### src/rtl/rmq_pkg.sv
// shared types, codes and width helpers for the rotation matrix to quaternion block
// no dependencies
`default_nettype none

package rmq_pkg;

    localparam int FIELD_W           = 18;
    localparam int DEF_FRACTION_BITS = 16;
    localparam int LANES             = 3;

    typedef enum logic [1:0] {
        BR_TRACE = 2'd0,
        BR_X     = 2'd1,
        BR_Y     = 2'd2,
        BR_Z     = 2'd3
    } t_branch;

    // side information that rides along with every request
    typedef struct packed {
        t_branch          branch;
        logic             degen;
        logic [LANES-1:0] neg;
    } t_side;

    function automatic int max2(input int a, input int b);
        return (a > b) ? a : b;
    endfunction

    // unsigned width of the square-root argument
    function automatic int arg_w(input int f);
        return max2(FIELD_W + 1, f) + 1;
    endfunction

    // radicand width, rounded up to an even count
    function automatic int rad_w(input int f);
        return arg_w(f) + f + ((arg_w(f) + f) & 1);
    endfunction

    function automatic int sqrt_w(input int f);
        return rad_w(f) >> 1;
    endfunction

    // quotient bits: enough to see anything above one
    function automatic int quo_w(input int f);
        return f + 3;
    endfunction

    function automatic int rem_w(input int f);
        return max2(FIELD_W + f + 2, sqrt_w(f) + 1 + quo_w(f)) + 1;
    endfunction

endpackage

`default_nettype wire

### src/rtl/rmq_front.sv
// first stage: trace, axis choice, square-root argument and the three off-diagonal terms
// depends on rmq_pkg
`default_nettype none

module rmq_front import rmq_pkg::*; #(
    parameter int FRACTION_BITS = DEF_FRACTION_BITS,
    localparam int UW = arg_w(FRACTION_BITS),
    localparam int AW = UW + 1,
    localparam int RN = rad_w(FRACTION_BITS),
    localparam int MW = FIELD_W + 1
) (
    input  logic                           i_clk,
    input  logic                           i_rst_n,
    input  logic                           i_en,
    input  logic                           i_valid,
    input  logic signed [FIELD_W-1:0]      i_m00,
    input  logic signed [FIELD_W-1:0]      i_m01,
    input  logic signed [FIELD_W-1:0]      i_m02,
    input  logic signed [FIELD_W-1:0]      i_m10,
    input  logic signed [FIELD_W-1:0]      i_m11,
    input  logic signed [FIELD_W-1:0]      i_m12,
    input  logic signed [FIELD_W-1:0]      i_m20,
    input  logic signed [FIELD_W-1:0]      i_m21,
    input  logic signed [FIELD_W-1:0]      i_m22,
    output logic                           o_valid,
    output logic [RN-1:0]                  o_rad,
    output logic [LANES-1:0][MW-1:0]       o_mag,
    output t_side                          o_side
);

    logic signed [AW-1:0]  e00, e11, e22, trace, arg, one;
    logic signed [MW-1:0]  d [LANES];
    logic                  tpos;
    logic                  degen;
    t_branch               br;
    logic [LANES-1:0]      neg;
    logic [LANES-1:0][MW-1:0] mag;
    logic [RN-1:0]         rad;

    logic                  r_valid;
    logic [RN-1:0]         r_rad;
    logic [LANES-1:0][MW-1:0] r_mag;
    t_side                 r_side;

    always_comb begin
        e00   = AW'(i_m00);
        e11   = AW'(i_m11);
        e22   = AW'(i_m22);
        one   = AW'(1) <<< FRACTION_BITS;
        trace = e00 + e11 + e22;
        tpos  = !trace[AW-1] && (trace != '0);

        // strict compares so ties keep the lower row
        if (i_m00 < i_m11) begin
            br = (i_m11 < i_m22) ? BR_Z : BR_Y;
        end else begin
            br = (i_m00 < i_m22) ? BR_Z : BR_X;
        end

        case (br)
            BR_X: begin
                arg  = e00 - e11 - e22 + one;
                d[0] = MW'(i_m21) - MW'(i_m12);
                d[1] = MW'(i_m10) + MW'(i_m01);
                d[2] = MW'(i_m20) + MW'(i_m02);
            end
            BR_Y: begin
                arg  = e11 - e22 - e00 + one;
                d[0] = MW'(i_m02) - MW'(i_m20);
                d[1] = MW'(i_m21) + MW'(i_m12);
                d[2] = MW'(i_m01) + MW'(i_m10);
            end
            default: begin
                arg  = e22 - e00 - e11 + one;
                d[0] = MW'(i_m10) - MW'(i_m01);
                d[1] = MW'(i_m02) + MW'(i_m20);
                d[2] = MW'(i_m12) + MW'(i_m21);
            end
        endcase

        degen = 1'b0;
        if (tpos) begin
            br   = BR_TRACE;
            arg  = trace + one;
            d[0] = MW'(i_m21) - MW'(i_m12);
            d[1] = MW'(i_m02) - MW'(i_m20);
            d[2] = MW'(i_m10) - MW'(i_m01);
        end else if (arg[AW-1] || (arg == '0)) begin
            // clamp a non-positive argument to one lsb
            degen = 1'b1;
            arg   = AW'(1);
        end

        rad = RN'(arg[UW-1:0]) << FRACTION_BITS;

        for (int l = 0; l < LANES; l++) begin
            neg[l] = d[l][MW-1];
            mag[l] = neg[l] ? MW'(-d[l]) : MW'(d[l]);
        end
    end

    always_ff @(posedge i_clk) begin
        if (!i_rst_n) begin
            r_valid <= 1'b0;
        end else if (i_en) begin
            r_valid <= i_valid;
        end
    end

    always_ff @(posedge i_clk) begin
        if (i_en) begin
            r_rad         <= rad;
            r_mag         <= mag;
            r_side.branch <= br;
            r_side.degen  <= degen;
            r_side.neg    <= neg;
        end
    end

    assign o_valid = r_valid;
    assign o_rad   = r_rad;
    assign o_mag   = r_mag;
    assign o_side  = r_side;

endmodule

`default_nettype wire

### config.mk
export PLATFORM = sky130hd
export DESIGN_NAME = rmq_front
export DESIGN_NICKNAME = d
export VERILOG_FILES = /design/src/rtl/rmq_pkg.sv /design/src/rtl/rmq_front.sv
export SDC_FILE = /design/constraint.sdc
export NUM_CORES = 1
export LEC_CHECK = 0
export BUFFER_PORTS_ARGS = -buffer_cell sky130_fd_sc_hd__buf_2
export CAP_MARGIN = 0
export CORE_AREA = 2 2 259 261
export CTS_CLUSTER_DIAMETER = 80
export DETAILED_ROUTE_END_ITERATION = 8
export DIE_AREA = 0 0 261 263
export HOLD_SLACK_MARGIN = 0.05
export MAX_ROUTING_LAYER = met4
export PLACE_DENSITY = 0.53
export SLEW_MARGIN = 30
export SYNTH_ARGS = -nofsm -noshare
export SYNTH_HDL_FRONTEND = slang
export SYNTH_SLANG_ARGS = --single-unit
### constraint.sdc
create_clock -name i_clk -period 15.2 [get_ports i_clk]
set_input_delay 0 -clock i_clk [delete_from_list [all_inputs] [get_ports i_clk]]
set_output_delay 0 -clock i_clk [all_outputs]
set_load 0.1 [all_outputs]
Word-level counts from Yosys, hierarchy flattened. Index checks and enable logic that the tools add are counted.

Bits in registers: 84. Input bits: 166.

Eq/ne operators: 2. Order comparisons: 3. Add/subtract/negate cells: 21. Muxes and demuxes: 12. Reductions and logical operators: 5.

Operators by type and width (number): $pmux 57 s2 (1); $sub 18x18->19 (6); $add 18x18->19 (4); $add 20x18->21 const B (3); $sub 19x18->20 (3); $mux 57 (1); $neg 19->19 (3); $lt 18x18->1 (3); $mux 18 (3); $pmux 21 s2 (1); $mux 20 (2); $logic_not 21->1 (1); $reduce_bool 21->1 (1); $add 19x18->20 (1); $add 20x18->20 const B (1); $mux 2 (2); $eq 2x1->1 const B (1); $eq 2x2->1 const B (1); $mux 1 (2); $logic_and 1x1->1 (1); $logic_not 1->1 (1); $logic_or 1x1->1 (1).

Depth between registers and ports, before layout.
Depth after elaboration: 9. Depth in mapped cells: 30.

Worst setup path after synthesis. Ideal clock, no wire load.

Path kind: in2reg. Start: in i_m00[2]. End: reg r_mag, in the netlist o_mag[52] (data pin). Buffers on the path: 5. Stages on the path: 30. Slack: 9.304 ns. Required time: 14.940 ns. Setup time: 0.260 ns. Data arrival time: 5.635 ns. Cells stage by stage: inv_1 fa_1 inv_1 ha_1 a211o_1 a2111oi_4 or2_2 o21ai_0 a31oi_1 o21bai_1 a21oi_1 xnor2_1 inv_1 ha_1 nand4_1 nor4_1 and4_1 buf_4 nor2_1 buf_6 buf_2 clkbuf_1 buf_2 a21o_1 inv_1 ha_1 o21ai_2 or3_4 o31ai_4 xnor2_1.

RTL lines: start, declared (RTL line rmq_front.sv:16) `input logic signed [FIELD_W-1:0] i_m00,`; end signal, assigned (RTL line rmq_front.sv:113) `r_mag <= mag;`; end, declared (RTL line rmq_front.sv:42) `logic [LANES-1:0][MW-1:0] r_mag;`.

==> qor.yml <==
critical_path:
  rr_worst_depth: 3
  critPathLaunchType: "primary input"
  crit_path_start: "i_m00[5]"
  timing.critical_path.to: "o_mag[47]$_DFFE_PP_"
  crit_path_cell_trace: "buf_2 > inv_1 > fa_1 > inv_1 > ha_1 > or3_1 > a31oi_1 > or2_2 > o21ai_0 > a31oi_1 > o21bai_1 > a21oi_1 > xnor2_1 > inv_1 > ha_1 > nand4_1 > nor4_1 > nand4_4 > nand2_2 > buf_4 > o21ai_0 > o22ai_2 > o21ai_0 > xor2_1"
  critPathBufInv: 5
  cpPeakStageDelay_ps: 720
  worstSetupPathType: "in2reg"
  reg2reg_setup_slack_ps: 14040
  critical_path.top_delay_family: "compound AO/OA/AOI/OAI gates"
  timing.rr.end: "o_valid$_SDFFE_PN0P_"
  worst-endpoint-required_ps: 15340
  crit_arrival_ps: 7150
  crit-reg2reg-launch: "o_valid$_SDFFE_PN0P_"
  worstSetupEndpointType: "flip-flop"
  worstPathMaxFanout: 58
  timing.critical_path.slowest_stage_cell: "sky130_fd_sc_hd__o22ai_2"
  path_depth: 24
sta:
  post-route-min-period_ps: 7020
  fmaxAchievable_ghz: 0.143
  skew_ps: 0
  timing.slew.headroom_pct: 34.3
  hold_viol_final: 0
  number_of_pins_with_negative_max_slew_slack_in_the_final_report: 0
  timing.setup.tns_ps: 0
  finalSetupViolations: 0
  unrepaired_setup_endpoints_after_global_routing: "false"
  fin_hold_ws_ps: 348
  final_min_period_over_clock_period_pct: 46.2
  worst_pin_slew_ps: 979
cells_and_area:
  layoutNonFillerInstCount: 3424
  area_growth_syn_to_layout_pct: 12.0
  utilization_of_the_core_after_routing_pct: 33.5
  antenna-diode-count: 0
  layout.nets: 3143
  final_layout_size_suffix_gt1_share_pct: 13.0
clock_network:
  clockBufferDepth: 2
  hold_buffers: 3
  cts-buffers-inserted: 9
  post_cts_gate_resize_count: 0
  cts_htree_levels: 3
  clock_insertion_delay_worst_skew_ps: 370
  post-cts-setup-buffer-count: 0
  ctsRootBufferMaster: "sky130_fd_sc_hd__clkbuf_16"
  reg_clk_slew_reported_paths_ps: 80
  cts_tree: "built"
  clock_sink_count: 84
yosys:
  netlist-cell-type-count: 96
  syn-mean-instance-area_um2: 8.28
  synthesis.yosys.warnings: 0
  synthesis.instances: 2371
  seq_area_frac_synth_pct: 12.8
  synth.cell_area_um2: 19600
  synth-edff-count: 83
  postSynthRegisterBits: 84
  synth_async_sr_flop_share_pct: 0
  yosys_most_used_dff: "sky130_fd_sc_hd__edfxtp_1"
placed_design:
  post-place-cells: 3405
  dp_hpwl_um: 62800
  finalWeightedCongestion: 0.940
  port_buffers: 249
global_route:
  antenna_violations_before_repair: 1
  grt_first_pass_wirelength_um: 113000
  grt_max_degree: 70
  grt_pass1_vias: 18700
  groute.usage.overall_pct: 22.2
  total_grt_overflow: 0
floorplan:
  ios: 266
  die_extent_in_y_um: 263
  initial_core_util_pct: 29.9
  coreArea_um2: 65600
  die-width_um: 261
  design.die.area_um2: 68600
  row_count: 94
pwr:
  pleak_uw: 0.0101
  irDropWorstVdd_mv: 0.144
  power.density_cell_area_nw_per_um2: 150
drt:
  routedWlPerCell_um: 22.0
  detailed_route_vias_per_instance: 5.39
  drt_iter0_drc: 1423
  wirelength_um: 75400
  ant_nets: 0
  detailroute.via_count: 18400
  remaining_design_rule_violation_count: 0
  firstDrtPassIters: 6
outcome:
  run_status: "finished clean"
hold_path:
  hold_path.class: "in2reg"
  hold_path_startpoint: "i_m22[1]"
flow_run:
  drv.max_cap_violation_count: 0
-- how the worst min path moves through the flow --
stage	end	depth (start not counted)
after floorplan	o_mag[0]$_DFFE_PP_	0
after global placement	o_valid$_SDFFE_PN0P_	2
after detailed placement	o_valid$_SDFFE_PN0P_	2
after CTS	o_mag[19]$_DFFE_PP_	3
after global routing	o_mag[19]$_DFFE_PP_	3
final	o_rad[17]$_DFFE_PP_	5
-- stage by stage --
step / area [µm²] / setup WS, ps / power (µW)
2_1_floorplan: 19700 / 9300 / 2350
3_3_place_gp: 21600 / 7990 / 3030
3_5_place_dp: 21700 / 7880 / 3020
4_1_cts: 22000 / 8300 / 3290
5_1_grt: 22000 / 7680 / 3480
6_report: 22000 / 8180 / 3290
-- area by class of cell --
cell class	count	area [µm²]
Timing Repair Buffer	270	1420
Sequential cell	84	2510
Clock buffer	10	229
Fill cell	6991	43600
Inverter	257	965
Tap cell	864	1080
Multi-Input combinational cell	1933	15700
Clock inverter	6	71.3
-- metal layers --
| layer | wire length [µm] | part of all wire (%) | vias to the layer above | track usage [%] |
|---|---|---|---|---|
| met5 | 0 | 0 | - | - |
| met3 | 3770 | 5.0 | 107 | 2.33 |
| met4 | 3000 | 4.0 | 0 | 7.92 |
| met2 | 37600 | 50 | 656 | 38.4 |
| met1 | 31000 | 41 | 8866 | 26.5 |
| li1 | - | - | 8817 | - |
-- Yosys cell counts, drive strengths merged, types with 29 or more instances --
cell	instances	area (µm²)
a211oi	32	245
a21o	49	368
a21oi	174	875
a31oi	29	181
buf	38	241
clkbuf	74	278
edfxtp	83	2490
fa	82	1640
ha	340	4250
inv	257	965
mux2i	33	330
nand2	133	502
nand2b	47	294
nor2	140	526
nor3	46	235
o21ai	128	648
o31ai	41	332
xnor2	115	1010
xor2	60	526
-- cell usage in the layout, fill, tap and decap left out, types with 22 or more instances in the layout --
cell,n
sky130_fd_sc_hd__nand2b_1,47
sky130_fd_sc_hd__ha_1,338
sky130_fd_sc_hd__buf_2,248
sky130_fd_sc_hd__o31ai_1,38
sky130_fd_sc_hd__xnor2_1,115
sky130_fd_sc_hd__a21oi_1,173
sky130_fd_sc_hd__o21ai_0,120
sky130_fd_sc_hd__nor4_1,25
sky130_fd_sc_hd__nand2_1,132
sky130_fd_sc_hd__a211oi_1,31
sky130_fd_sc_hd__mux2i_1,33
sky130_fd_sc_hd__nor2_1,138
sky130_fd_sc_hd__inv_1,256
sky130_fd_sc_hd__or3_1,22
sky130_fd_sc_hd__edfxtp_1,83
sky130_fd_sc_hd__a21o_1,49
sky130_fd_sc_hd__xor2_1,60
sky130_fd_sc_hd__fa_1,82
sky130_fd_sc_hd__nand3_1,22
sky130_fd_sc_hd__nor3_1,45
sky130_fd_sc_hd__o21a_1,27
sky130_fd_sc_hd__nor2b_1,26
sky130_fd_sc_hd__a31oi_1,29
-- sequential cells by signal, indices dropped and copies added (netlist names) --
| signal | flops |
|---|---|
| o_valid | 1 |
| o_rad | 20 |
| o_side | 6 |
| o_mag | 57 |
-- logic make-up after synthesis --
kind of cell / Yosys count / synth area share (%)
flip-flops: 84 / 12.8
adder cells (fa/ha/maj): 422 / 30.0
buffers and inverters: 369 / 7.56
XOR/XNOR: 175 / 7.81
AO/OA/AOI/OAI: 714 / 25.0
other: 1 / 0.0191
multiplexers: 37 / 1.91
AND/OR/NAND/NOR: 569 / 14.9
-- worst min-delay path, cell delays in order --
cell and delay [ps]:
sky130_fd_sc_hd__buf_2 130, sky130_fd_sc_hd__fa_1 180, sky130_fd_sc_hd__ha_1 190, sky130_fd_sc_hd__nand2_1 60, sky130_fd_sc_hd__o31ai_1 60
-- power by group --
part | total [µW] | switching, µW | internal, µW
combinational | 2570 | 1890 | 682
sequential | 470 | 62.7 | 407
clock | 250 | 120 | 130
total | 3290 | 2080 | 1220
(Power assumes the default switching activity.)
