--- src/rtl/rmq_pkg.sv ---
// shared types, codes and width helpers for the rotation matrix to quaternion block
// no dependencies
`default_nettype none

package rmq_pkg;

    localparam int FIELD_W           = 18;
    localparam int DEF_FRACTION_BITS = 16;
    localparam int LANES             = 3;

    typedef enum logic [1:0] {
        BR_TRACE = 2'd0,
        BR_X     = 2'd1,
        BR_Y     = 2'd2,
        BR_Z     = 2'd3
    } t_branch;

    // side information that rides along with every request
    typedef struct packed {
        t_branch          branch;
        logic             degen;
        logic [LANES-1:0] neg;
    } t_side;

    function automatic int max2(input int a, input int b);
        return (a > b) ? a : b;
    endfunction

    // unsigned width of the square-root argument
    function automatic int arg_w(input int f);
        return max2(FIELD_W + 1, f) + 1;
    endfunction

    // radicand width, rounded up to an even count
    function automatic int rad_w(input int f);
        return arg_w(f) + f + ((arg_w(f) + f) & 1);
    endfunction

    function automatic int sqrt_w(input int f);
        return rad_w(f) >> 1;
    endfunction

    // quotient bits: enough to see anything above one
    function automatic int quo_w(input int f);
        return f + 3;
    endfunction

    function automatic int rem_w(input int f);
        return max2(FIELD_W + f + 2, sqrt_w(f) + 1 + quo_w(f)) + 1;
    endfunction

endpackage

`default_nettype wire

--- src/rtl/rmq_div_cell.sv ---
// one cell of the divider chain: one quotient bit for each of the three lanes
// depends on rmq_pkg
`default_nettype none

module rmq_div_cell import rmq_pkg::*; #(
    parameter int FRACTION_BITS = DEF_FRACTION_BITS,
    parameter int SHIFT         = 0,
    localparam int SW = sqrt_w(FRACTION_BITS),
    localparam int QW = quo_w(FRACTION_BITS),
    localparam int CW = rem_w(FRACTION_BITS)
) (
    input  logic                      i_clk,
    input  logic                      i_rst_n,
    input  logic                      i_en,
    input  logic                      i_valid,
    input  logic [LANES-1:0][CW-1:0]  i_rem,
    input  logic [LANES-1:0][QW-1:0]  i_quo,
    input  logic [SW-1:0]             i_s,
    input  t_side                     i_side,
    output logic                      o_valid,
    output logic [LANES-1:0][CW-1:0]  o_rem,
    output logic [LANES-1:0][QW-1:0]  o_quo,
    output logic [SW-1:0]             o_s,
    output t_side                     o_side
);

    logic [CW-1:0]            den_sh;
    logic [LANES-1:0]         ge;
    logic [LANES-1:0][CW-1:0] n_rem;
    logic [LANES-1:0][QW-1:0] n_quo;

    logic                     r_valid;
    logic [LANES-1:0][CW-1:0] r_rem;
    logic [LANES-1:0][QW-1:0] r_quo;
    logic [SW-1:0]            r_s;
    t_side                    r_side;

    // divisor is 2*s, placed at this cell's quotient bit
    always_comb begin
        den_sh = CW'(i_s) << (SHIFT + 1);
        for (int l = 0; l < LANES; l++) begin
            ge[l]    = (i_rem[l] >= den_sh);
            n_rem[l] = ge[l] ? (i_rem[l] - den_sh) : i_rem[l];
            n_quo[l] = {i_quo[l][QW-2:0], ge[l]};
        end
    end

    always_ff @(posedge i_clk) begin
        if (!i_rst_n) begin
            r_valid <= 1'b0;
        end else if (i_en) begin
            r_valid <= i_valid;
        end
    end

    always_ff @(posedge i_clk) begin
        if (i_en) begin
            r_rem  <= n_rem;
            r_quo  <= n_quo;
            r_s    <= i_s;
            r_side <= i_side;
        end
    end

    assign o_valid = r_valid;
    assign o_rem   = r_rem;
    assign o_quo   = r_quo;
    assign o_s     = r_s;
    assign o_side  = r_side;

endmodule

`default_nettype wire

--- config.mk ---
export PLATFORM = sky130hd
export DESIGN_NAME = rmq_div_cell
export DESIGN_NICKNAME = d
export VERILOG_FILES = /design/src/rtl/rmq_pkg.sv /design/src/rtl/rmq_div_cell.sv
export SDC_FILE = /design/constraint.sdc
export NUM_CORES = 1
export LEC_CHECK = 0
export ABC_AREA = 1
export BUFFER_PORTS_ARGS = -buffer_cell sky130_fd_sc_hd__buf_2
export CAP_MARGIN = 20
export CELL_PAD_IN_SITES_DETAIL_PLACEMENT = 0
export CELL_PAD_IN_SITES_GLOBAL_PLACEMENT = 2
export CORE_MARGIN = 2
export CORE_UTILIZATION = 31
export CTS_CLUSTER_DIAMETER = 150
export DETAILED_ROUTE_END_ITERATION = 7
export GPL_TIMING_DRIVEN = 1
export PLACE_DENSITY_LB_ADDON = 0.1
export RECOVER_POWER = 100
export SLEW_MARGIN = 0
export SYNTH_ARGS = -nofsm -noshare
export SYNTH_HDL_FRONTEND = slang
export SYNTH_SLANG_ARGS = --single-unit
--- constraint.sdc ---
create_clock -name i_clk -period 6.6 [get_ports i_clk]
set_input_delay 0.99 -clock i_clk [delete_from_list [all_inputs] [get_ports i_clk]]
set_output_delay 0.99 -clock i_clk [all_outputs]
set_load 0.03 [all_outputs]
# ---- Word level (Yosys, flattened, before mapping)
# Index checks and enable logic that the tools add are counted.
dict set report word_totals {
  reg_bits 199
  output_inout_bits 199
  elab_cells 20
}
dict set report op_classes {
  add_sub_neg 3
  n_lt_le_gt_ge 3
  n_mux 3
}
# cell count
set op_table {}
lappend op_table {{>= comparator 39 x 19 -> 1 bit} 3}
lappend op_table {{two-way mux 39 bit} 3}
lappend op_table {{subtractor 39 x 19 -> 39 bit} 3}

# ---- Depth between registers and ports, before layout
# Gate-level depths: netlist of run 1.
dict set report logic_depth {
  word_depth 2
  ltp_mapped 16
  depth_no_buf 15
}

# ---- Least setup slack after synthesis of run 1
# Ideal clock, no wire load.
dict set report synth_path {
  kind {input -> register}
  from {in i_rem[79] (netlist bit)}
  to {reg r_rem, in the netlist o_rem[87], data pin}
  setup_time_ps 261
  arrival_ps 2611
  required_ps 6339
  path_slack_ps 3728
  cell_stages 16
  cell_sequence {inv_1 > ha_1 > fa_1 > inv_1 > nand3_1 > nand3_2 > nand2_2 > nand2_2 > nand2_2 > nand2_2 > nand2_4 > nand3_4 > inv_2 > buf_4 > nand2_1 > o21ai_0}
}
# item line_no
set synth_rtl {}
lappend synth_rtl {{start, declared} rmq_div_cell.sv:16} ;# input logic [LANES-1:0][CW-1:0] i_rem,
lappend synth_rtl {{end signal, assigned} rmq_div_cell.sv:58} ;# r_rem <= n_rem;
lappend synth_rtl {{end, declared} rmq_div_cell.sv:33} ;# logic [LANES-1:0][CW-1:0] r_rem;

==> impl_metrics.csv, run 1 <==
group,metric,value,unit
sta,fin_skew,0,ns
worst_setup_path,critPathArrivalTime,4.95,ns
worst_setup_path,crit_path_cell_trace,"clkbuf_1, ha_1, fa_1, inv_1, nand3_1, nand3_2, nand2_1, nand2_1, nand2_1, nand3_1, nor2_1, clkbuf_1, o21ai_0",
hold_path,whs_path_depth,2,
worst_setup_path,ff2ff_path_depth,2,
worst_setup_path,cp.required,6.82,ns
place,placed_area,15830,um2
sta,setup-violations-final,0,
clocking,clk_pin_slew,0.09,ns
place,dp_cells,2656,
floorplanning,die_area,44490,um2
status,outcome,"finished, violations left",
global_routing,track_usage,0.2339,
synth,synth_edf_count,198,
floorplanning,rows,75,
synth,synthCells,1734,
global_routing,use_met1,0.3141,
worst_setup_path,crit_type,"in2reg",
worst_setup_path,max_stage_delay,1.49,ns
power,ir_drop,188.1,uV
floorplanning,fp.dieH,210.9,um
clocking,numCtsBuffers,17,
synth,syn_area_per_cell,7.656,um2
place,io_buffers,397,
status,violations,"max-capacitance violations, max-slew violations",
routing,num_vias,12621,
routing,first_iter_violations,780,
sta,fin_tns_setup,0,ns
clocking,postCtsSetupBuffers,0,
sta,slew_viol_final,225,
routing,drtPass1Iterations,7,
global_routing,use_met3,0.06051,
synth,synth_ff_type,"edfxtp_1",
finish,nNetsFinal,2395,
synth,synth.top_cell.area_share,0.4479,
global_routing,grt_pass1_wl,75600,um
sta,rsz0062_at_grt,"false",
hold_path,hp-class,"reg2reg",
synth,seq_area_frac_synth,0.4494,
worst_setup_path,crit_top_cell,"nand2_1",
sta,timing.final.crit_share,0.7173,
synth,netlist_area,13280,um2
global_routing,grt_max_degree,111,
routing,routed_wl,51750,um
routing,vias_per_cell,4.694,
clocking,ctsHtreeMaxLevel,4,
place,gp_congestion,0.8786,
global_routing,overflow,0,
sta,hold_viol_final,0,
routing,wire_per_inst,19.25,um
routing,final_antenna_net_count,0,
clocking,cts_root_buf,"clkbuf_16",
floorplanning,ioPinCount,401,
finish,design_area,16100,um2
routing,drc,0,
synth,yosys-top-cells-area,"edfxtp_1 45%, nand2_1 17%, inv_1 7.5%, nor2_1 5.3%, ha_1 5.1%",
global_routing,top_usage_layer,"met2",
floorplanning,die_x,210.9,um
power,power.leakage,7.090,nW
clocking,cts_resized,0,
synth,synth-warning-count,0,
floorplanning,start_util,0.3151,
synth,ys_types,36,
worst_setup_path,cp_slowest_cell,"nor2_1",
synth,syn_nets,1993,
clocking,cts_hold_buf,0,
clocking,cts_tree,"done",
global_routing,antenna_found_initial,4,
synth,async_reset_ff_frac,0,
floorplanning,core,42130,um2
global_routing,grt_pass1_vias,12179,
synth,yosysTopAreaCell,"edfxtp_1",
worst_setup_path,end_kind,"register",
sta,min_period,4.734,ns
worst_setup_path,crit_path_start_kind,"primary input",
clocking,clock_sinks,199,
clocking,cts.path.max_buffers,2,
finish,syn_to_final_growth,21.29,%
place,place_hpwl,43170,um
flow_run,drv_cap,4,
clocking,insertion_delay,0.51,ns
synth,ys_ff_latch,199,
worst_setup_path,path_max_fanout,30,
sta,worst_slew_pin_slew,2.764,ns
sta,timing.fmax,211.2,MHz
global_routing,gr-usage-met2,0.3749,
sta,slew_headroom,-0.8425,
power,p_per_area,233.7,nW/um2
finish,drive_gt1_frac,0.1182,
finish,fin_cells,2689,
## metrics by stage
step           setup slack (ns)  total power (W)  hold WS, ns  utilization
2_1_floorplan             3.728         0.002262       0.6550            -
3_3_place_gp              2.495         0.002675       0.5218       0.3757
3_5_place_dp              2.502         0.002675       0.5347       0.3757
4_1_cts                   3.057         0.003853       0.5532       0.3911
5_1_grt                   1.472         0.003954       0.5742       0.3821
6_report                  1.866         0.003763       0.5490       0.3822
## Yosys cell counts (all sizes together), types with 7 or more instances
cell / instances
ha: 54
nor2: 201
nand4: 27
nand2: 591
a21oi: 100
xnor2: 39
and2: 7
edfxtp: 198
xor2: 8
o21ai: 59
buf: 18
nand3: 124
nor3: 17
inv: 275
## worst max-delay path, delay by kind of cell
kind,cells,cell delay (ns)
AO/OA/AOI/OAI,1,0.21
adder cells (fa/ha/maj),2,0.51
buffers and inverters,3,1.04
AND/OR/NAND/NOR,7,2.16
## placed cells by master, fill, tap and decap left out, types with 3 or more instances in the layout
cell / count
nand2_1: 584
inv_1: 266
clkbuf_1: 219
edfxtp_1: 198
nor2_1: 192
buf_2: 178
nand3_1: 117
a21oi_1: 96
o21ai_0: 56
ha_1: 54
xnor2_1: 39
nand4_1: 27
clkbuf_16: 17
nor3_1: 16
inv_2: 9
xor2_1: 8
nand3_2: 7
nand2_2: 6
nor2_2: 6
and2_1: 6
clkinv_8: 5
inv_12: 5
a21oi_2: 4
nor2_4: 3
o21ai_1: 3
nor4_1: 3
nand3b_1: 3
fa_1: 3
inv_6: 3
## routing by layer
layer	routed length, um	share of wire
met1	24300	0.47
met2	23330	0.45
met3	3251	0.063
met4	849	0.016
met5	24	0.00046
## sequential cells by signal, summed over array words and instances (netlist names)
| name | flops |
|---|---|
| o_rem | 117 |
| o_quo | 57 |
| o_side | 6 |
| o_valid | 1 |
| o_s | 18 |
## area by class of cell
type                            instances  area [um2]
Antenna cell                            1       2.502
Clock buffer                           17       425.4
Clock inverter                         15       220.2
Fill cell                            4629       26030
Inverter                              275        1032
Multi-Input combinational cell       1242        6035
Sequential cell                       199        5966
Tap cell                              539       674.4
Timing Repair Buffer                  401        1747
## where the power goes
group	internal [W]	switching, W	total, W
clock network	0.000535	0.000623	0.00116
logic	0.000259	0.000756	0.00102
registers	0.00155	0.0000387	0.00159
## cells by family after synthesis
group / count (synthesis) / share of synthesized area
xor+xnor: 47 / 0.03101
flops: 199 / 0.4494
compound gates: 161 / 0.06532
fa+ha+maj: 57 / 0.05542
simple gates: 977 / 0.3093
buf+inv: 293 / 0.08954
## worst paths after layout
path	slack, ns	endpoint	from
worst min register to register	0.55	o_valid	o_valid
worst min-delay path	0.55	o_valid	o_valid
worst max-delay path	1.87	o_rem[8]	i_s[0]
worst max register to register	5.84	o_valid	o_valid
Note: power is estimated with default switching activity, not from simulation.
==> run 2: changes to the inputs <==
- CORE_UTILIZATION: 31 -> 26
- clock period: 6.6 -> 3.8 ns (I/O delays scaled with it)
==> impl_metrics.csv, run 2 (synthesis results as in run 1) <==
group,metric,value,unit
global_routing,overflow,0,
finish,fin_cells,2829,
worst_setup_path,cp.buffers_inverters,2,
global_routing,antenna_found_initial,3,
power,p_per_area,403.5,nW/um2
worst_setup_path,crit_path_start_kind,"primary input",
finish,drive_gt1_frac,0.1210,
worst_setup_path,path_delay_family,"buffers and inverters",
floorplanning,die_area,52880,um2
sta,hold_viol_final,0,
clocking,numCtsBuffers,17,
worst_setup_path,cp_slowest_cell,"dlymetal6s2s_1",
worst_setup_path,path_max_fanout,78,
worst_setup_path,end_kind,"register",
sta,slew_headroom,-1.117,
clocking,insertion_delay,0.51,ns
clocking,cts.path.max_buffers,2,
sta,slew_viol_final,61,
clocking,cts_hold_buf,0,
worst_setup_path,critPathArrivalTime,3.29,ns
routing,first_iter_violations,742,
sta,worst_slew_pin_slew,3.176,ns
floorplanning,rows,82,
global_routing,track_usage,0.2032,
routing,routed_wl,53740,um
worst_setup_path,cp.required,3.96,ns
finish,final_common_cell,"nand2_1",
finish,diodes,0,
sta,rsz0062_at_grt,"false",
routing,drtPass1Iterations,5,
sta,setup-violations-final,0,
floorplanning,start_util,0.2641,
flow_run,drv_cap,1,
routing,final_antenna_net_count,0,
worst_setup_path,crit_type,"in2reg",
routing,num_vias,12572,
place,place_hpwl,44930,um
routing,drc,0,
place,dp_cells,2797,
worst_setup_path,r2r_slack,3.16,ns
sta,timing.final.crit_share,0.8238,
global_routing,grt_pass1_vias,12397,
finish,largest_reg_flops,117,
sta,fin_hold_ws,0.2223,ns
sta,fin_tns_setup,0,ns
clocking,clock_sinks,199,
place,io_buffers,397,
worst_setup_path,max_stage_delay,2.19,ns
clocking,postCtsSetupBuffers,0,
global_routing,grt_max_degree,79,
clocking,cts_resized,0,
finish,fin_util,0.3263,
sta,min_period,3.130,ns
power,ir_drop,292.0,uV
floorplanning,die_x,230.0,um
clocking,clk_pin_slew,0.09,ns
hold_path,hp-class,"in2reg",
status,outcome,"finished, violations left",
routing,wire_per_inst,18.99,um
routing,vias_per_cell,4.444,
clocking,ctsHtreeMaxLevel,4,
floorplanning,ioPinCount,401,
finish,syn_to_final_growth,23.56,%
clocking,cts_tree,"done",
worst_setup_path,crit_path_cell_trace,"dlymetal6s2s_1, buf_12",
place,gp_congestion,0.8771,
floorplanning,core,50270,um2
sta,timing.fmax,319.5,MHz
power,power.leakage,7.151,nW
floorplanning,fp.dieH,230.0,um
global_routing,grt_pass1_wl,78330,um
clocking,cts_root_buf,"clkbuf_16",
finish,nNetsFinal,2403,
sta,fin_skew,0,ns
status,violations,"max-capacitance violations, max-slew violations",
finish,final_cell_mix,"586 x nand2_1, 265 x inv_1, 217 x clkbuf_1",
## run 2: cell type report
cell class | instances | area (um2)
Clock buffer | 17 | 425.4
Sequential cell | 199 | 5966
Fill cell | 5603 | 33870
Inverter | 275 | 1032
Clock inverter | 15 | 236.5
Tap cell | 672 | 840.8
Multi-Input combinational cell | 1242 | 6048
Timing Repair Buffer | 409 | 1854
## run 2: path summary, 6_finish.rpt
| path | start | cells past startpoint | endpoint |
|---|---|---|---|
| max reg2reg | o_valid | 2 | o_valid |
| max | i_en | 2 | o_quo[5] |
| min | i_side[5] | 1 | o_side[5] |
| min reg2reg | o_valid | 2 | o_valid |
## run 2: metrics by stage
step	worst slack, ns	power, W	cell area, um2
after floorplan	1.348	0.003928	13280
after global placement	0.4712	0.004661	16100
after detailed placement	0.4232	0.004659	16100
after CTS	1.004	0.006803	16760
after global routing	0.4529	0.006956	16400
final	0.6697	0.006619	16400
## run 2: power breakdown
part | total, W | internal [W] | switching (W)
Clock | 0.00209 | 0.000950 | 0.00114
Combinational | 0.00178 | 0.000457 | 0.00132
Sequential | 0.00275 | 0.00269 | 0.0000609
Total | 0.00662 | 0.00410 | 0.00252
## run 2: per-layer routing
metal	track usage	wire length [um]	part of all wire
met2	0.3280	24560	0.46
met1	0.2736	25430	0.47
met4	0.05161	714	0.013
met5	0	31	0.00058
met3	0.04712	3002	0.056
