`src/rtl/rmq_pkg.sv`:
```
// shared types, codes and width helpers for the rotation matrix to quaternion block
// no dependencies
`default_nettype none

package rmq_pkg;

    localparam int FIELD_W           = 18;
    localparam int DEF_FRACTION_BITS = 16;
    localparam int LANES             = 3;

    typedef enum logic [1:0] {
        BR_TRACE = 2'd0,
        BR_X     = 2'd1,
        BR_Y     = 2'd2,
        BR_Z     = 2'd3
    } t_branch;

    // side information that rides along with every request
    typedef struct packed {
        t_branch          branch;
        logic             degen;
        logic [LANES-1:0] neg;
    } t_side;

    function automatic int max2(input int a, input int b);
        return (a > b) ? a : b;
    endfunction

    // unsigned width of the square-root argument
    function automatic int arg_w(input int f);
        return max2(FIELD_W + 1, f) + 1;
    endfunction

    // radicand width, rounded up to an even count
    function automatic int rad_w(input int f);
        return arg_w(f) + f + ((arg_w(f) + f) & 1);
    endfunction

    function automatic int sqrt_w(input int f);
        return rad_w(f) >> 1;
    endfunction

    // quotient bits: enough to see anything above one
    function automatic int quo_w(input int f);
        return f + 3;
    endfunction

    function automatic int rem_w(input int f);
        return max2(FIELD_W + f + 2, sqrt_w(f) + 1 + quo_w(f)) + 1;
    endfunction

endpackage

`default_nettype wire

```
`src/rtl/rmq_sqrt_cell.sv`:
```
// one cell of the square-root chain: takes two radicand bits, yields one root bit
// depends on rmq_pkg
`default_nettype none

module rmq_sqrt_cell import rmq_pkg::*; #(
    parameter int FRACTION_BITS = DEF_FRACTION_BITS,
    localparam int RN  = rad_w(FRACTION_BITS),
    localparam int SW  = sqrt_w(FRACTION_BITS),
    localparam int RMW = SW + 2,
    localparam int MW  = FIELD_W + 1
) (
    input  logic                      i_clk,
    input  logic                      i_rst_n,
    input  logic                      i_en,
    input  logic                      i_valid,
    input  logic [RN-1:0]             i_rad,
    input  logic [RMW-1:0]            i_rem,
    input  logic [SW-1:0]             i_root,
    input  logic [LANES-1:0][MW-1:0]  i_mag,
    input  t_side                     i_side,
    output logic                      o_valid,
    output logic [RN-1:0]             o_rad,
    output logic [RMW-1:0]            o_rem,
    output logic [SW-1:0]             o_root,
    output logic [LANES-1:0][MW-1:0]  o_mag,
    output t_side                     o_side
);

    logic [RMW+1:0]           cur, trial;
    logic                     ge;
    logic [RMW-1:0]           n_rem;
    logic [SW-1:0]            n_root;

    logic                     r_valid;
    logic [RN-1:0]            r_rad;
    logic [RMW-1:0]           r_rem;
    logic [SW-1:0]            r_root;
    logic [LANES-1:0][MW-1:0] r_mag;
    t_side                    r_side;

    always_comb begin
        cur    = {i_rem, i_rad[RN-1 -: 2]};
        trial  = (RMW+2)'({i_root, 2'b01});
        ge     = (cur >= trial);
        n_rem  = ge ? RMW'(cur - trial) : RMW'(cur);
        n_root = {i_root[SW-2:0], ge};
    end

    always_ff @(posedge i_clk) begin
        if (!i_rst_n) begin
            r_valid <= 1'b0;
        end else if (i_en) begin
            r_valid <= i_valid;
        end
    end

    always_ff @(posedge i_clk) begin
        if (i_en) begin
            r_rad  <= i_rad << 2;
            r_rem  <= n_rem;
            r_root <= n_root;
            r_mag  <= i_mag;
            r_side <= i_side;
        end
    end

    assign o_valid = r_valid;
    assign o_rad   = r_rad;
    assign o_rem   = r_rem;
    assign o_root  = r_root;
    assign o_mag   = r_mag;
    assign o_side  = r_side;

endmodule

`default_nettype wire

```
`config.mk`:
```
export PLATFORM = sky130hd
export DESIGN_NAME = rmq_sqrt_cell
export DESIGN_NICKNAME = d
export VERILOG_FILES = /design/src/rtl/rmq_pkg.sv /design/src/rtl/rmq_sqrt_cell.sv
export SDC_FILE = /design/constraint.sdc
export NUM_CORES = 1
export LEC_CHECK = 0
export BUFFER_PORTS_ARGS = -buffer_cell sky130_fd_sc_hd__buf_2
export CORE_ASPECT_RATIO = 1.4
export CORE_MARGIN = 3
export CORE_UTILIZATION = 46
export DETAILED_ROUTE_END_ITERATION = 6
export GPL_TIMING_DRIVEN = 1
export PLACE_DENSITY = 0.87
export SYNTH_ARGS = -nofsm -noshare
export SYNTH_HDL_FRONTEND = slang
export SYNTH_SLANG_ARGS = --single-unit
```
`constraint.sdc`:
```
create_clock -name i_clk -period 3 [get_ports i_clk]
set_clock_uncertainty 0.1 [all_clocks]
set_input_delay 0.6 -clock i_clk [delete_from_list [all_inputs] [get_ports i_clk]]
set_output_delay 0.6 -clock i_clk [all_outputs]
set_load 0.03 [all_outputs]
```
== Word-level counts from Yosys, hierarchy flattened ==
Index checks and enable logic that the tools add are counted.
W data, S select, Z words.

* Muxes and demuxes: 1
* Magnitude comparators: 1
* Add/sub/neg operators: 1

{| class="wikitable"
|+ Operators by type and width
! cell !! number
|-
| $ge A22 B20 Y1 || 1
|-
| $mux W20 || 1
|-
| $sub A20 B20 Y20 || 1
|}

* Input port bits: 141
* Word-level logic and storage cells: 13
* Register bits: 136

== Depth between registers and ports, before layout ==
Gate-level depths: netlist of the first run.

* Depth in word-level cells: 2
* Gate-level depth with buffers: 10
* Depth with buffers taken out: 8

== Least setup slack after synthesis of the first run ==
Ideal clock, no wire load.

* Kind: input -> register
* Start point: in i_root[10]
* End point: reg r_rem[12] (netlist: o_rem[12]), data pin
* Required time: 2640 ps
* Slack: 154 ps
* Stages: 9
* Data arrival time: 2486 ps
* Path buffers: 1
* Path through: inv_1 ha_1 a21oi_1 a21boi_0 a311o_2 a21oi_2 a211o_4 buf_6 mux2_4

* Word-level cells in the longest chain between the ends: 2

{| class="wikitable"
|+ Ends and longest elaborated chain
! item !! RTL line !! text
|-
| start: declaration || rmq_sqrt_cell.sv:18 || <nowiki>input logic [SW-1:0] i_root,</nowiki>
|-
| $sub A20 B20 Y20 / $ge A22 B20 Y1 (equally long branches) || rmq_sqrt_cell.sv:45, rmq_sqrt_cell.sv:44 ||
|-
| $mux W20 * || rmq_sqrt_cell.sv:45 || <nowiki>n_rem = ge ? RMW'(cur - trial) : RMW'(cur);</nowiki>
|-
| named net n_rem[12] || rmq_sqrt_cell.sv:31 || <nowiki>logic [RMW-1:0] n_rem;</nowiki>
|-
| end signal: assignment || rmq_sqrt_cell.sv:60 || <nowiki>r_rem <= n_rem;</nowiki>
|-
| end: declaration || rmq_sqrt_cell.sv:36 || <nowiki>logic [RMW-1:0] r_rem;</nowiki>
|}

The timed path passes the listed nets; every way through them passes the cells marked *.
A chain may end at the register's enable or synchronous reset.

== Final worst setup path of the first run ==
* Start point: in i_rem[6]
* End point: reg r_rem[14] (netlist: o_rem[14]), data pin

* Word-level cells in the longest chain between the ends: 2

{| class="wikitable"
|+ Ends and longest elaborated chain
! item !! RTL line !! text
|-
| start: declaration || rmq_sqrt_cell.sv:17 || <nowiki>input logic [RMW-1:0] i_rem,</nowiki>
|-
| $sub A20 B20 Y20 / $ge A22 B20 Y1 (equally long branches) || rmq_sqrt_cell.sv:45, rmq_sqrt_cell.sv:44 ||
|-
| $mux W20 * || rmq_sqrt_cell.sv:45 ||
|-
| named net n_rem[14] || rmq_sqrt_cell.sv:31 ||
|}

Marks and branches as above.

==> results of run 1 <==
-- cells in the mapped netlist (all sizes together), types with 6 or more instances --
cell type / number
nand3: 6
mux2: 18
nor2: 15
xor2: 10
nand2: 12
nor4: 6
xnor2: 8
edfxtp: 135
o21ai: 9
ha: 20
a21oi: 17
inv: 26
-- sequential cells by signal, summed over array words and instances, names as in the netlist --
register,count
o_rad,34
o_root,18
o_valid,1
o_side,6
o_rem,20
o_mag,57
-- cell type report --
type / count / share of cell area
Multi-Input combinational cell: 167 / 0.169
Timing Repair Buffer: 313 / 0.214
Clock buffer: 18 / 0.0535
Sequential cell: 136 / 0.508
Inverter: 26 / 0.0122
Tap cell: 147 / 0.0229
Clock inverter: 14 / 0.0206
-- critical path, delay by kind of cell --
family	cells	cell delay (ns)
multiplexers	1	0.30
AND/OR/NAND/NOR	1	0.11
buffers and inverters	3	0.42
AO/OA/AOI/OAI	4	0.91
adder cells (fa/ha/maj)	1	0.36
-- per-stage QoR --
step | util | setup WS (ns) | hold slack (ns) | cell area [sq um] | total power [mW]
after floorplan | - | 0.154 | 0.540 | 5580 | 3.08
after global placement | 0.629 | 0.0163 | 0.410 | 7430 | 3.49
after detailed placement | 0.629 | -0.0367 | 0.512 | 7430 | 3.53
after CTS | 0.679 | 0.388 | 0.247 | 8030 | 5.60
after global routing | 0.679 | 0.269 | 0.243 | 8030 | 5.76
final | 0.679 | 0.358 | 0.265 | 8030 | 5.56
-- kinds of logic (layout without fill, tap and decap cells) --
| family | Yosys count | count (layout) | synth area share |
|---|---|---|---|
| compound gates | 53 | 53 | 0.0664 |
| mux | 21 | 21 | 0.0532 |
| other cells | 1 | 2 | 0.000672 |
| flops | 136 | 136 | 0.730 |
| xor+xnor | 18 | 18 | 0.0283 |
| buf+inv | 32 | 371 | 0.0267 |
| simple gates | 53 | 53 | 0.0498 |
| fa+ha+maj | 20 | 20 | 0.0449 |
-- final timing paths --
check	startpoint	endpoint	slack [ns]
setup / recovery	i_rem[6]	o_rem[14]	0.36
hold / removal	i_mag[40]	o_mag[40]	0.27
setup reg to reg	o_valid	o_valid	2.27
hold reg to reg	o_valid	o_valid	0.47
-- power groups by stage --
stage	Sequential, mW	Combinational, mW	Clock (mW)
2_1_floorplan	2.75	0.332	0
3_3_place_gp	2.38	1.11	0
3_5_place_dp	2.38	1.15	0
4_1_cts	2.35	1.15	2.10
5_1_grt	2.36	1.21	2.19
6_report	2.34	1.15	2.07
-- per-layer routing --
layer  vias to the layer above  GRT usage  share of wire  wire length (um)
met4                         0     0.0752          0.023               341
li1                       1929          -              -                 -
met5                         -          0              0                 0
met1                      1940      0.227           0.35              5300
met3                        30     0.0549          0.066              1000
met2                       201      0.405           0.56              8440
==> flow_summary.ini, run 1 <==
[final_layout]
multi_input_comb_area_sq_um = 1360
regArea_sq_um = 4070
num_antenna_cells = 0
final_common_cell = buf_2
fin_nets = 822
layout-drive-gt1-share = 0.550
mostFrequentLayoutCells = 275 x buf_2, 135 x edfxtp_1, 33 x buf_4
nFillCells = 818
final_cell_count_no_fill = 821
area.growth.synth_to_final_pct = 43.8

[pwr]
power.density_nw_per_um2 = 693
power.switching_mw = 1.58
leakagePower_nw = 3.59
seqPwrFrac = 0.422
comb_power_share = 0.207
power_frac_clock = 0.372
switching_share = 0.284
ir_drop_uv = 408
p_int_mw = 3.98

[logic_synthesis]
yosysWarningCount = 0
syn_avg_cell_area_sq_um = 16.7
synth_top_area_share = 0.727
synth_seq_area_share = 0.730
ys.flop_type = edfxtp_1
synth_edf_count = 135
yosys.area.top_type = edfxtp_1
synthTopCellsByArea = edfxtp_1 73%, mux2_4 4.6%, ha_1 4.5%
synth_area_sq_um = 5580
synth-seq-cells = 136
synth_cell_types = 50
synthArstFlopShare = 0
synthCells = 334

[clocking]
clock_latency_ns = 0.40
post_cts_buffers = 0
cts_hold_buffers = 0
clkSlewWorstSetupHoldPaths_ns = 0.06
ctsResizeCount = 0
cts_buffer_depth = 2
cts.htree.levels = 4
cts_tree = yes
cts_sinks = 136
cts_root_buf = clkbuf_16
cts_made_buffers = 17

[timing]
slew_viol_final = 0
setup_viol_count_final = 0
hold_viol_final = 0
timing.fmax_mhz = 379
period_share = 0.881
timing.setup.tns_ns = 0
rsz0062_at_grt = false
min_period_ns = 2.64

[detailed_routing]
vias_per_cell = 4.99
drc = 0
dr.pass1.iters = 4
wl_per_cell_um = 18.4
drt_iter0_drc = 144
detail-route-antenna-nets = 0
num_vias = 4100
wirelength_um = 15100

[critical_path]
worstRegToRegCells = 2
worstPathCellList = buf_2 > ha_1 > buf_4 > nand2_2 > o21ai_1 > a311o_2 > a21oi_2 > a211o_4 > buf_12 > mux2_4
cp-end-kind = flop
critical_path_class = in2reg
worst-endpoint-required_ns = 3.05
crit_arrival_ns = 2.69
cp_max_fo = 7
cpPeakStageDelay_ns = 0.42
crit_slowest_cell = a311o_2
setup.worst_path.start_class = input port

[floorplanning]
dieArea_sq_um = 13500
die_h_um = 136
core-area_sq_um = 11800
placementRows = 47
pin_count = 279
start_util = 0.472
die_w_um = 99.1

[placement]
dp_cells = 789
gp_congestion = 0.918
port_buffers = 276
dp.final_hpwl_um = 12000

[min_path]
hp-class = in2reg
holdPathStages = 1

[grt]
grt_pass1_wl_um = 21800
grt_start_max_net_pins = 53
antenna_found_initial = 0
grt_overflow = 0
grt_pass1_vias = 4126
grt_use_total = 0.214

[flow_run]
maxCapViolCount = 0

[run_status]
status = completed
Note: power is estimated with default switching activity, not from simulation.
==> run 2: changes to the inputs <==
==> config.mk (replaced) <==
export PLATFORM = sky130hd
export DESIGN_NAME = rmq_sqrt_cell
export DESIGN_NICKNAME = d
export VERILOG_FILES = /design/src/rtl/rmq_pkg.sv /design/src/rtl/rmq_sqrt_cell.sv
export SDC_FILE = /design/constraint.sdc
export NUM_CORES = 1
export LEC_CHECK = 0
export CORE_ASPECT_RATIO = 1.4
export CORE_MARGIN = 3
export CORE_UTILIZATION = 50
export DETAILED_ROUTE_END_ITERATION = 6
export DONT_BUFFER_PORTS = 1
export GPL_TIMING_DRIVEN = 1
export PLACE_DENSITY = 0.72
export SYNTH_ARGS = -nofsm -noshare
export SYNTH_HDL_FRONTEND = slang
export SYNTH_SLANG_ARGS = --single-unit
==> run 2 against run 1 <==
Compared with the run above:
- setup slack improved by 0.020 ns
- power down 4.9%
- via count decreased by 27%
- critical path type unchanged
- final cell count shrank 36%
- core utilization decreased by 8.0 points
- routed wire length down 7.1%
- flip-flop and latch count unchanged
- worst hold slack lost 0.076 ns
- register-to-register slack got worse by 0.21 ns
- combinational power shrank 62%
- design area down 19%
- largest power group unchanged
==> flow_summary.ini, run 2 (synthesis gave the netlist of run 1 again) <==
[min_path]
hold_path.startpoint = i_mag[6]
holdPathStages = 0
min_to = o_mag[6]
hp-class = in2reg

[pwr]
power.switching_mw = 1.43
power_frac_clock = 0.395
power.total_mw = 5.29
leakagePower_nw = 2.44
comb_power_share = 0.083
switching_share = 0.270
seqPwrFrac = 0.522
p_int_mw = 3.86
ir_drop_uv = 386
power.density_nw_per_um2 = 812

[run_status]
status = completed

[timing]
rsz0062_at_grt = false
slew_viol_final = 0
hold_viol_final = 0
period_share = 0.874
min_period_ns = 2.62
setup_ws_ns = 0.379
hold_ws_ns = 0.189
setup_viol_count_final = 0
timing.setup.tns_ns = 0
timing.fmax_mhz = 381

[critical_path]
r2r_start = o_valid
worstPathCellList = inv_1 > ha_1 > nand2_2 > nor4_1 > buf_4 > o31ai_1 > buf_4 > o311ai_0 > buf_4 > xor2_1 > mux2_4
crit_slowest_cell = o311ai_0
cp_max_fo = 3
worstRegToRegCells = 2
setup.worst_path.start_class = input port
critical_path_class = in2reg
cp_top_family = buffers and inverters
cpPeakStageDelay_ns = 0.39
crit_buf_inv = 4
cp-end-kind = flop
worstReg2RegEnd = o_valid
r2r_slack_ns = 2.06
path_common_cell = buf_4
worst-endpoint-required_ns = 3.05
crit_arrival_ns = 2.68

[final_layout]
num_antenna_cells = 0
layout-drive-gt1-share = 0.210
finalInstanceArea_sq_um = 6510
area.growth.synth_to_final_pct = 16.7
multi_input_comb_area_sq_um = 1360
fin_nets = 533
largest_reg_flops = 57
mostFrequentLayoutCells = 135 x edfxtp_1, 26 x inv_1, 22 x buf_4
regArea_sq_um = 4070
final_cell_count_no_fill = 526
final_util = 0.599
nFillCells = 811
final_common_cell = edfxtp_1

[floorplanning]
pin_count = 279
die_h_um = 131
core-area_sq_um = 10900
dieArea_sq_um = 12500
placementRows = 45
die_w_um = 95.3
start_util = 0.513

[grt]
grt_pass1_vias = 3117
antenna_found_initial = 0
grt_pass1_wl_um = 18700
grt_use_total = 0.216
grt_overflow = 0
grt_start_max_net_pins = 137

[clocking]
ctsResizeCount = 0
cts_buffer_depth = 2
post_cts_buffers = 0
cts_tree = yes
cts_root_buf = clkbuf_16
cts_hold_buffers = 0
clkSlewWorstSetupHoldPaths_ns = 0.06
cts_made_buffers = 17
cts.htree.levels = 4
clock_latency_ns = 0.40
cts_sinks = 136

[detailed_routing]
num_vias = 2986
wl_per_cell_um = 26.6
dr.pass1.iters = 4
drc = 0
drt_iter0_drc = 137
vias_per_cell = 5.68
detail-route-antenna-nets = 0
wirelength_um = 14000

[placement]
post-place-ws_ns = -0.0334
port_buffers = 0
gp_congestion = 0.826
placed_cell_area_sq_um = 5910
dp.final_hpwl_um = 10700
dp_cells = 494

[flow_run]
maxCapViolCount = 0
==> run 2: worst max-delay path by stage <==
stage | cells after the start | endpoint | slack (ns) | startpoint
after global routing | 9 | o_rem[19] | 0.29 | i_root[15]
after global placement | 11 | o_rem[17] | -0.03 | i_root[1]
after floorplan | 9 | o_rem[12] | 0.15 | i_root[10]
after CTS | 11 | o_rem[17] | 0.38 | i_root[2]
final | 11 | o_rem[17] | 0.38 | i_root[2]
after detailed placement | 11 | o_rem[17] | -0.03 | i_root[2]
==> run 2: worst reg2reg max path: cells and delay by family, from the launching register on <==
kind	cells	cell delay (ns)
AND/OR/NAND/NOR	1	0.13
multiplexers	1	0.12
flip-flops	1	0.52
==> run 2: layout make-up <==
cell class	count	area share
clock inverter	14	0.0261
sequential	136	0.626
multi-input combinational	167	0.209
timing repair buffer	24	0.0315
tap	141	0.0271
clock buffer	18	0.0659
inverter	26	0.0150
==> run 2: routing by layer <==
layer  vias up  global-route usage  routed length (um)
met3        14               0.166                2470
li1       1355                   -                   -
met5         -                   0                   0
met4         0              0.0612                 146
met2       192               0.379                7390
met1      1425               0.190                4010
==> run 2: power groups by stage <==
stage / logic, mW / registers (mW) / clock network, mW
final: 0.436 / 2.76 / 2.09
after global routing: 0.479 / 2.78 / 2.22
after CTS: 0.436 / 2.77 / 2.14
after detailed placement: 0.436 / 2.80 / 0
after global placement: 0.427 / 2.80 / 0
after floorplan: 0.332 / 2.75 / 0
